$ cat config.mk
export PLATFORM = sky130hd
export DESIGN_NAME = ptc_temp
export DESIGN_NICKNAME = d
export VERILOG_FILES = /design/src/rtl/ptc_pkg.sv /design/src/rtl/ptc_temp.sv
export SDC_FILE = /design/constraint.sdc
export NUM_CORES = 2
export LEC_CHECK = 0
export BUFFER_PORTS_ARGS = -buffer_cell sky130_fd_sc_hd__clkbuf_2
export CAP_MARGIN = 40
export CORE_ASPECT_RATIO = 1.5
export CORE_UTILIZATION = 48
export CTS_CLUSTER_SIZE = 16
export DETAILED_ROUTE_END_ITERATION = 7
export PLACE_DENSITY_LB_ADDON = 0.3
export SLEW_MARGIN = 20
export SYNTH_ARGS = -nofsm -noshare
export SYNTH_HDL_FRONTEND = slang
export SYNTH_SLANG_ARGS = --single-unit
export TNS_END_PERCENT = 5
$ cat constraint.sdc
create_clock -name clk_i -period 8.6 [get_ports clk_i]
set_input_delay 0 -clock clk_i [delete_from_list [all_inputs] [get_ports clk_i]]
set_output_delay 0 -clock clk_i [all_outputs]
set_load 0.01 [all_outputs]
$ cat src/rtl/ptc_pkg.sv
// Shared types and constants for the pressure and temperature compensation block.
package ptc_pkg;

  localparam int unsigned AddrW   = 5;
  localparam int unsigned DataW   = 64;
  localparam int unsigned DivBits = 64;

  typedef enum logic [1:0] {
    RegTempCalib   = 2'd0,
    RegPressCalibA = 2'd1,
    RegPressCalibB = 2'd2,
    RegPressCalibC = 2'd3
  } reg_idx_e;

  typedef struct packed {
    logic [19:0] raw_temperature;
    logic [19:0] raw_pressure;
  } ptc_in_t;

  typedef struct packed {
    logic signed [31:0] fine_temperature;
    logic signed [31:0] temperature_centi;
    logic signed [63:0] pressure_q24_8;
    logic               divide_by_zero;
  } ptc_out_t;

  typedef struct packed {
    logic signed [31:0] tf;
    logic signed [31:0] tc;
    logic               dz;
    logic               neg;
  } side_t;

endpackage

$ cat src/rtl/ptc_temp.sv
// Temperature compensation pipeline: three stages from raw reading to fine temperature.
module ptc_temp import ptc_pkg::*; (
  input  logic               clk_i,
  input  logic               rst_ni,
  input  logic               en_i,
  input  logic               valid_i,
  input  ptc_in_t            in_i,
  input  logic [47:0]        temp_calib_i,
  output logic               valid_o,
  output logic signed [31:0] tf_o,
  output logic [19:0]        adcp_o
);

  logic [15:0]        t1;
  logic signed [15:0] t2, t3;
  logic signed [18:0] a_s;
  logic signed [17:0] b_s;
  logic signed [31:0] m1_d, m1_q, bb_d, bb_q;
  logic signed [31:0] tv1_d, tv1_q, sh, m2_d, m2_q, tf_d, tf_q;
  logic [19:0]        adcp1_q, adcp2_q, adcp3_q;
  logic [2:0]         vld_q;

  assign t1 = temp_calib_i[15:0];
  assign t2 = $signed(temp_calib_i[31:16]);
  assign t3 = $signed(temp_calib_i[47:32]);

  always_comb begin
    a_s   = $signed({2'b00, in_i.raw_temperature[19:3]}) - $signed({2'b00, t1, 1'b0});
    b_s   = $signed({2'b00, in_i.raw_temperature[19:4]}) - $signed({2'b00, t1});
    m1_d  = a_s * t2;
    bb_d  = b_s * b_s;
    tv1_d = m1_q >>> 11;
    sh    = bb_q >>> 12;
    m2_d  = sh * t3;
    tf_d  = tv1_q + (m2_q >>> 14);
  end

  always_ff @(posedge clk_i or negedge rst_ni) begin
    if (!rst_ni) begin
      vld_q <= '0;
    end else if (en_i) begin
      vld_q <= {vld_q[1:0], valid_i};
    end
  end

  always_ff @(posedge clk_i) begin
    if (en_i) begin
      m1_q    <= m1_d;
      bb_q    <= bb_d;
      adcp1_q <= in_i.raw_pressure;
      tv1_q   <= tv1_d;
      m2_q    <= m2_d;
      adcp2_q <= adcp1_q;
      tf_q    <= tf_d;
      adcp3_q <= adcp2_q;
    end
  end

  assign valid_o = vld_q[2];
  assign tf_o    = tf_q;
  assign adcp_o  = adcp3_q;

endmodule

# Word-level counts from Yosys, hierarchy flattened
# Cells that the tools add are included.
dict set report classes {
  addsub 3
  multipliers 3
}
# operator count
set ops {}
lappend ops {{$mul A17 B17 Y32} 1}
lappend ops {{$mul A18 B16 Y32} 1}
lappend ops {{$mul A20 B16 Y32} 1}
lappend ops {{$add A21 B18 Y22} 1}
lappend ops {{$sub A17 B17 Y18} 1}
lappend ops {{$sub A16 B16 Y17} 1}
dict set report word_totals {
  wordCells 15
  input_bits 92
  output_inout_bits 53
  register_bits 212
}

# Depth between registers and ports, before layout
dict set report logic_depth {
  word_depth 2
  ltp_mapped 36
  ltp_nobuf 35
}

# Worst setup path after synthesis
# OpenSTA, ideal clock, no wires.
dict set report synth_path {
  path_kind {input to register}
  from {input in_i[24] (netlist bit)}
  to {register bb_q[30] (data pin)}
  path_buffers 1
  cell_stages 35
  slack_ps 941
  t_arrival_ps 7397
  setup_time_ps 262
  path_cell_list {inv_1 -> ha_1 -> fa_1 -> nor2b_1 -> o21a_1 -> o21ai_1 -> a21oi_1 -> nand2b_1 -> a31oi_1 -> a31oi_1 -> xnor2_1 -> inv_1 -> clkbuf_1 -> nand2_1 -> inv_1 -> fa_1 -> inv_1 -> fa_1 -> fa_1 -> inv_1 -> fa_1 -> fa_1 -> inv_1 -> fa_1 -> inv_1 -> ha_1 -> and2_1 -> and4_1 -> a31oi_1 -> a21oi_2 -> nor3_4 -> a21oi_2 -> a41oi_2 -> o21bai_1 -> xor2_1}
}
dict set report synth_between {
  elab_chain_len 2
}
# element line_no
set synth_lines {}
lappend synth_lines {{from (decl)} ptc_temp.sv:7} ;# input ptc_in_t in_i,
lappend synth_lines {{$sub A16 B16 Y17} ptc_temp.sv:29} ;# b_s = $signed({2'b00, in_i.raw_temperature[19:4]}) - $signed({2'b00, t1});
lappend synth_lines {{$mul A17 B17 Y32} ptc_temp.sv:31} ;# bb_d = b_s * b_s;
lappend synth_lines {{named net bb_d[30]} ptc_temp.sv:18} ;# logic signed [31:0] m1_d, m1_q, bb_d, bb_q;
lappend synth_lines {{to (signal assigned)} ptc_temp.sv:49} ;# bb_q <= bb_d;
lappend synth_lines {{to (decl)} ptc_temp.sv:18}
# The timed path passes the listed nets, and every way through them passes these cells.
# A chain may end at the register's enable or synchronous reset.

# Worst setup path after layout
dict set report layout_path {
  from {input temp_calib_i[1]}
  to {register bb_q[31] (data pin)}
}
dict set report layout_between {
  elab_chain_len 2
}
# element line_no
set layout_lines {}
lappend layout_lines {{from (decl)} ptc_temp.sv:8} ;# input logic [47:0] temp_calib_i,
lappend layout_lines {{$sub A16 B16 Y17} ptc_temp.sv:29}
lappend layout_lines {{$mul A17 B17 Y32} ptc_temp.sv:31}
lappend layout_lines {{named net bb_d[31]} ptc_temp.sv:18}
# The timed path passes the listed nets, and every way through them passes these cells.

==> results.sh <==
export IMPL_finalSetupViolCount=0
export IMPL_arrival_ns=7.82
export IMPL_slowest_delay_ns=0.51
export IMPL_postCtsSetupBuffers=0
export IMPL_worstHoldPathCells=2
export IMPL_postSynth_topFlopCell="edfxtp_1"
export IMPL_drc=0
export IMPL_status="finished, final reports clean"
export IMPL_h_tree_depth=4
export IMPL_critical_path_class="in -> reg"
export IMPL_via_per_inst=5.05
export IMPL_grt_pass1_wl_mm=135
export IMPL_path_clk_slew_ns=0.09
export IMPL_postCtsHoldBufs=23
export IMPL_grt_max_degree=87
export IMPL_grt_pass1_vias=26600
export IMPL_min_period_over_period=0.888
export IMPL_path_depth=35
export IMPL_cp_num_buf_inv=8
export IMPL_synth_cells=3620
export IMPL_track_usage=0.233
export IMPL_antenna_diode_count=0
export IMPL_crit_path_frequent_cell="fa_1"
export IMPL_grt_setup_unrepaired="no"
export IMPL_gp_congestion=0.866
export IMPL_wl_met3_mm=2.75
export IMPL_hp_start="in_i[16]"
export IMPL_cts_root_buf="clkbuf_16"
export IMPL_drtAntennaViolNets=0
export IMPL_slowest_stage="fa_1"
export IMPL_insertion_delay_ns=0.45
export IMPL_syn_area_sq_mm=0.0358
export IMPL_wl_met1_mm=30.1
export IMPL_core_sq_mm=0.0737
export IMPL_report_final_slew_viol_count=0
export IMPL_portBuffers=141
export IMPL_cts_tree="done"
export IMPL_layout_min_cycle_time_ns=7.63
export IMPL_synth_nets=4805
export IMPL_rrSetupSlack_ns=1.20
export IMPL_min_to="adcp1_q[16]$_DFFE_PP_"
export IMPL_dr_max_layer_used="met4"
export IMPL_reg2reg_to="m2_q[30]$_DFFE_PP_"
export IMPL_area_delta_synth_final_pct=8.04
export IMPL_worst_pin_slew_ns=0.838
export IMPL_critPathTopFamily="adder cells"
export IMPL_antenna_found_initial=1
export IMPL_synth_edf_count=162
export IMPL_fillerInstances=6711
export IMPL_dieArea_sq_mm=0.0757
export IMPL_tns_ns=0
export IMPL_final_cells=4740
export IMPL_r2r_start="bb_q[19]$_DFFE_PP_"
export IMPL_ys_ff_latch=165
export IMPL_cts_resized=0
export IMPL_die_y_um=336
export IMPL_hold_violations=0
export IMPL_drive_above_1_share=0.0710
export IMPL_yosysWarnings=0
export IMPL_nNetsFinal=4920
export IMPL_clockBufferDepth=2
export IMPL_dp_cells=4683
export IMPL_syn_avg_cell_area_sq_um=9.88
export IMPL_cp_max_fo=10
export IMPL_max_freq_mhz=131
export IMPL_grt_overflow_total=0
export IMPL_yosysUniqueCellTypes=63
export IMPL_wirelength_mm=82.7
export IMPL_yosysSeqAreaShare=0.138
export IMPL_dieWidth_um=225
export IMPL_num_rows=122
export IMPL_worst_slew_margin_rel=0.441
export IMPL_vias=23900
export IMPL_endpoint_kind="flip-flop"
export IMPL_clock_skew_ns=0.0189
export IMPL_drt_pass1_iterations=5
export IMPL_crit_required_ns=8.79
export IMPL_io_pins=145
export IMPL_clock_sinks=165
export IMPL_start_kind="input port"
export IMPL_post_drt_wl_per_cell_um=17.5
export IMPL_cts_made_buffers=17
export IMPL_cap_viol_max_count=0
export IMPL_reg2reg_depth=24
export IMPL_worstHoldPathType="in -> reg"
export IMPL_first_iter_violations=1053
export IMPL_dp_hpwl_mm=69.5
export IMPL_wl_met2_mm=46.4
export IMPL_initial_core_util=0.485
export IMPL_postSynth_asyncResetShare=0.0182
## cell usage after synthesis (2+ instances only)
library cell | number | area (sq um)
o311a_1 | 2 | 20.0
a31oi_1 | 5 | 31.3
nand4b_1 | 2 | 17.5
xor2_1 | 38 | 333
nor2b_1 | 35 | 219
xnor2_1 | 99 | 867
buf_1 | 5 | 18.8
a41o_1 | 4 | 40.0
o21bai_1 | 5 | 37.5
fa_1 | 816 | 16300
o41a_1 | 3 | 33.8
a41oi_1 | 3 | 26.3
a211oi_1 | 6 | 45.0
mux2_2 | 4 | 45.0
inv_1 | 994 | 3730
o21a_1 | 14 | 105
nand2b_1 | 38 | 238
a21oi_1 | 41 | 205
nand4_1 | 9 | 56.3
o21ai_1 | 10 | 50.1
and4_1 | 2 | 17.5
mux2i_1 | 2 | 20.0
o21ai_0 | 22 | 110
o31ai_1 | 3 | 22.5
clkbuf_1 | 115 | 432
nand3_1 | 15 | 75.1
nor2_1 | 109 | 409
a31o_2 | 4 | 35.0
dfrtp_1 | 3 | 75.1
or2_2 | 4 | 25.0
a21o_1 | 26 | 195
or3_1 | 5 | 31.3
a21oi_2 | 6 | 52.6
and3_1 | 4 | 25.0
ha_1 | 277 | 3470
and2_1 | 215 | 1350
nand2_1 | 459 | 1720
edfxtp_1 | 162 | 4860
nor3_1 | 17 | 85.1
clkinv_1 | 4 | 15.0
inv_2 | 2 | 7.51
buf_4 | 10 | 75.1
## final cells by class
cell class | count | area [sq um] | area share
clock buffers | 17 | 425 | 0.0110
well taps | 992 | 1240 | 0.0321
inverters | 1000 | 3750 | 0.0971
clock inverters | 15 | 216 | 0.00560
flip-flops and latches | 165 | 4940 | 0.128
multi-input cells | 2325 | 26600 | 0.688
repair buffers | 226 | 1480 | 0.0382
## layout by cell type, fill, tap and decap left out, drive strengths merged, types with 38 or more instances in the layout
cell type / instances
edfxtp: 162
inv: 1004
clkbuf: 157
nand2b: 38
a21oi: 47
ha: 277
xor2: 39
and2: 215
buf: 62
xnor2: 99
fa: 816
nor2: 109
nand2: 459
## worst register-to-register path, delay by kind of cell (launching register included)
family / cells / cell delay, ns
fa+ha+maj: 7 / 3.24
compound gates: 10 / 2.32
flops: 1 / 0.82
buf+inv: 5 / 0.30
xor+xnor: 1 / 0.26
simple gates: 1 / 0.19
## per-layer routing
layer / global-route usage / up-vias
met5: 0 / -
met4: 0.100 / 0
met3: 0.0187 / 167
met2: 0.447 / 555
met1: 0.259 / 12400
li1: - / 10800
## cell families (layout without fill, tap and decap cells)
group,after synthesis,after routing,synth area share
muxes,6,6,0.00182
and+or+nand+nor,921,921,0.121
DFF,165,165,0.138
buffers and inverters,1130,1258,0.120
xor gates and xnor gates,138,138,0.0340
AOI/OAI and AO/OA,167,167,0.0320
adders and majority gates,1093,1093,0.553
## flip-flops by register name, indices dropped and copies added (netlist names)
signal,count
m1_q,21
adcp_o,20
tv1_q,21
bb_q,20
vld_q,3
adcp1_q,20
m2_q,18
adcp2_q,20
tf_o,22
## how the worst max path moves through the flow
stage                         end       startpoint  slack, ns
2_1_floorplan  bb_q[30]$_DFFE_PP_         in_i[24]       0.94
3_3_place_gp   bb_q[31]$_DFFE_PP_  temp_calib_i[1]       0.68
3_5_place_dp   bb_q[31]$_DFFE_PP_  temp_calib_i[1]       0.51
4_1_cts        bb_q[31]$_DFFE_PP_  temp_calib_i[1]       1.01
5_1_grt        bb_q[31]$_DFFE_PP_  temp_calib_i[1]       0.45
6_report       bb_q[31]$_DFFE_PP_  temp_calib_i[1]       0.97
## stage by stage
| step | utilization | hold slack, ns | setup WS (ns) | cell area (sq um) |
|---|---|---|---|---|
| 6_report | 0.524 | 0.257 | 0.967 | 38700 |
| 4_1_cts | 0.524 | 0.130 | 1.01 | 38600 |
| 3_3_place_gp | 0.512 | -0.199 | 0.684 | 37700 |
| 3_5_place_dp | 0.512 | -0.195 | 0.506 | 37700 |
| 5_1_grt | 0.524 | 0.247 | 0.452 | 38700 |
| 2_1_floorplan | - | -0.296 | 0.941 | 35800 |
Power is left out: the tool's default activity adds up to more than one toggle a clock period on the data nets, which glitch-free logic cannot reach.
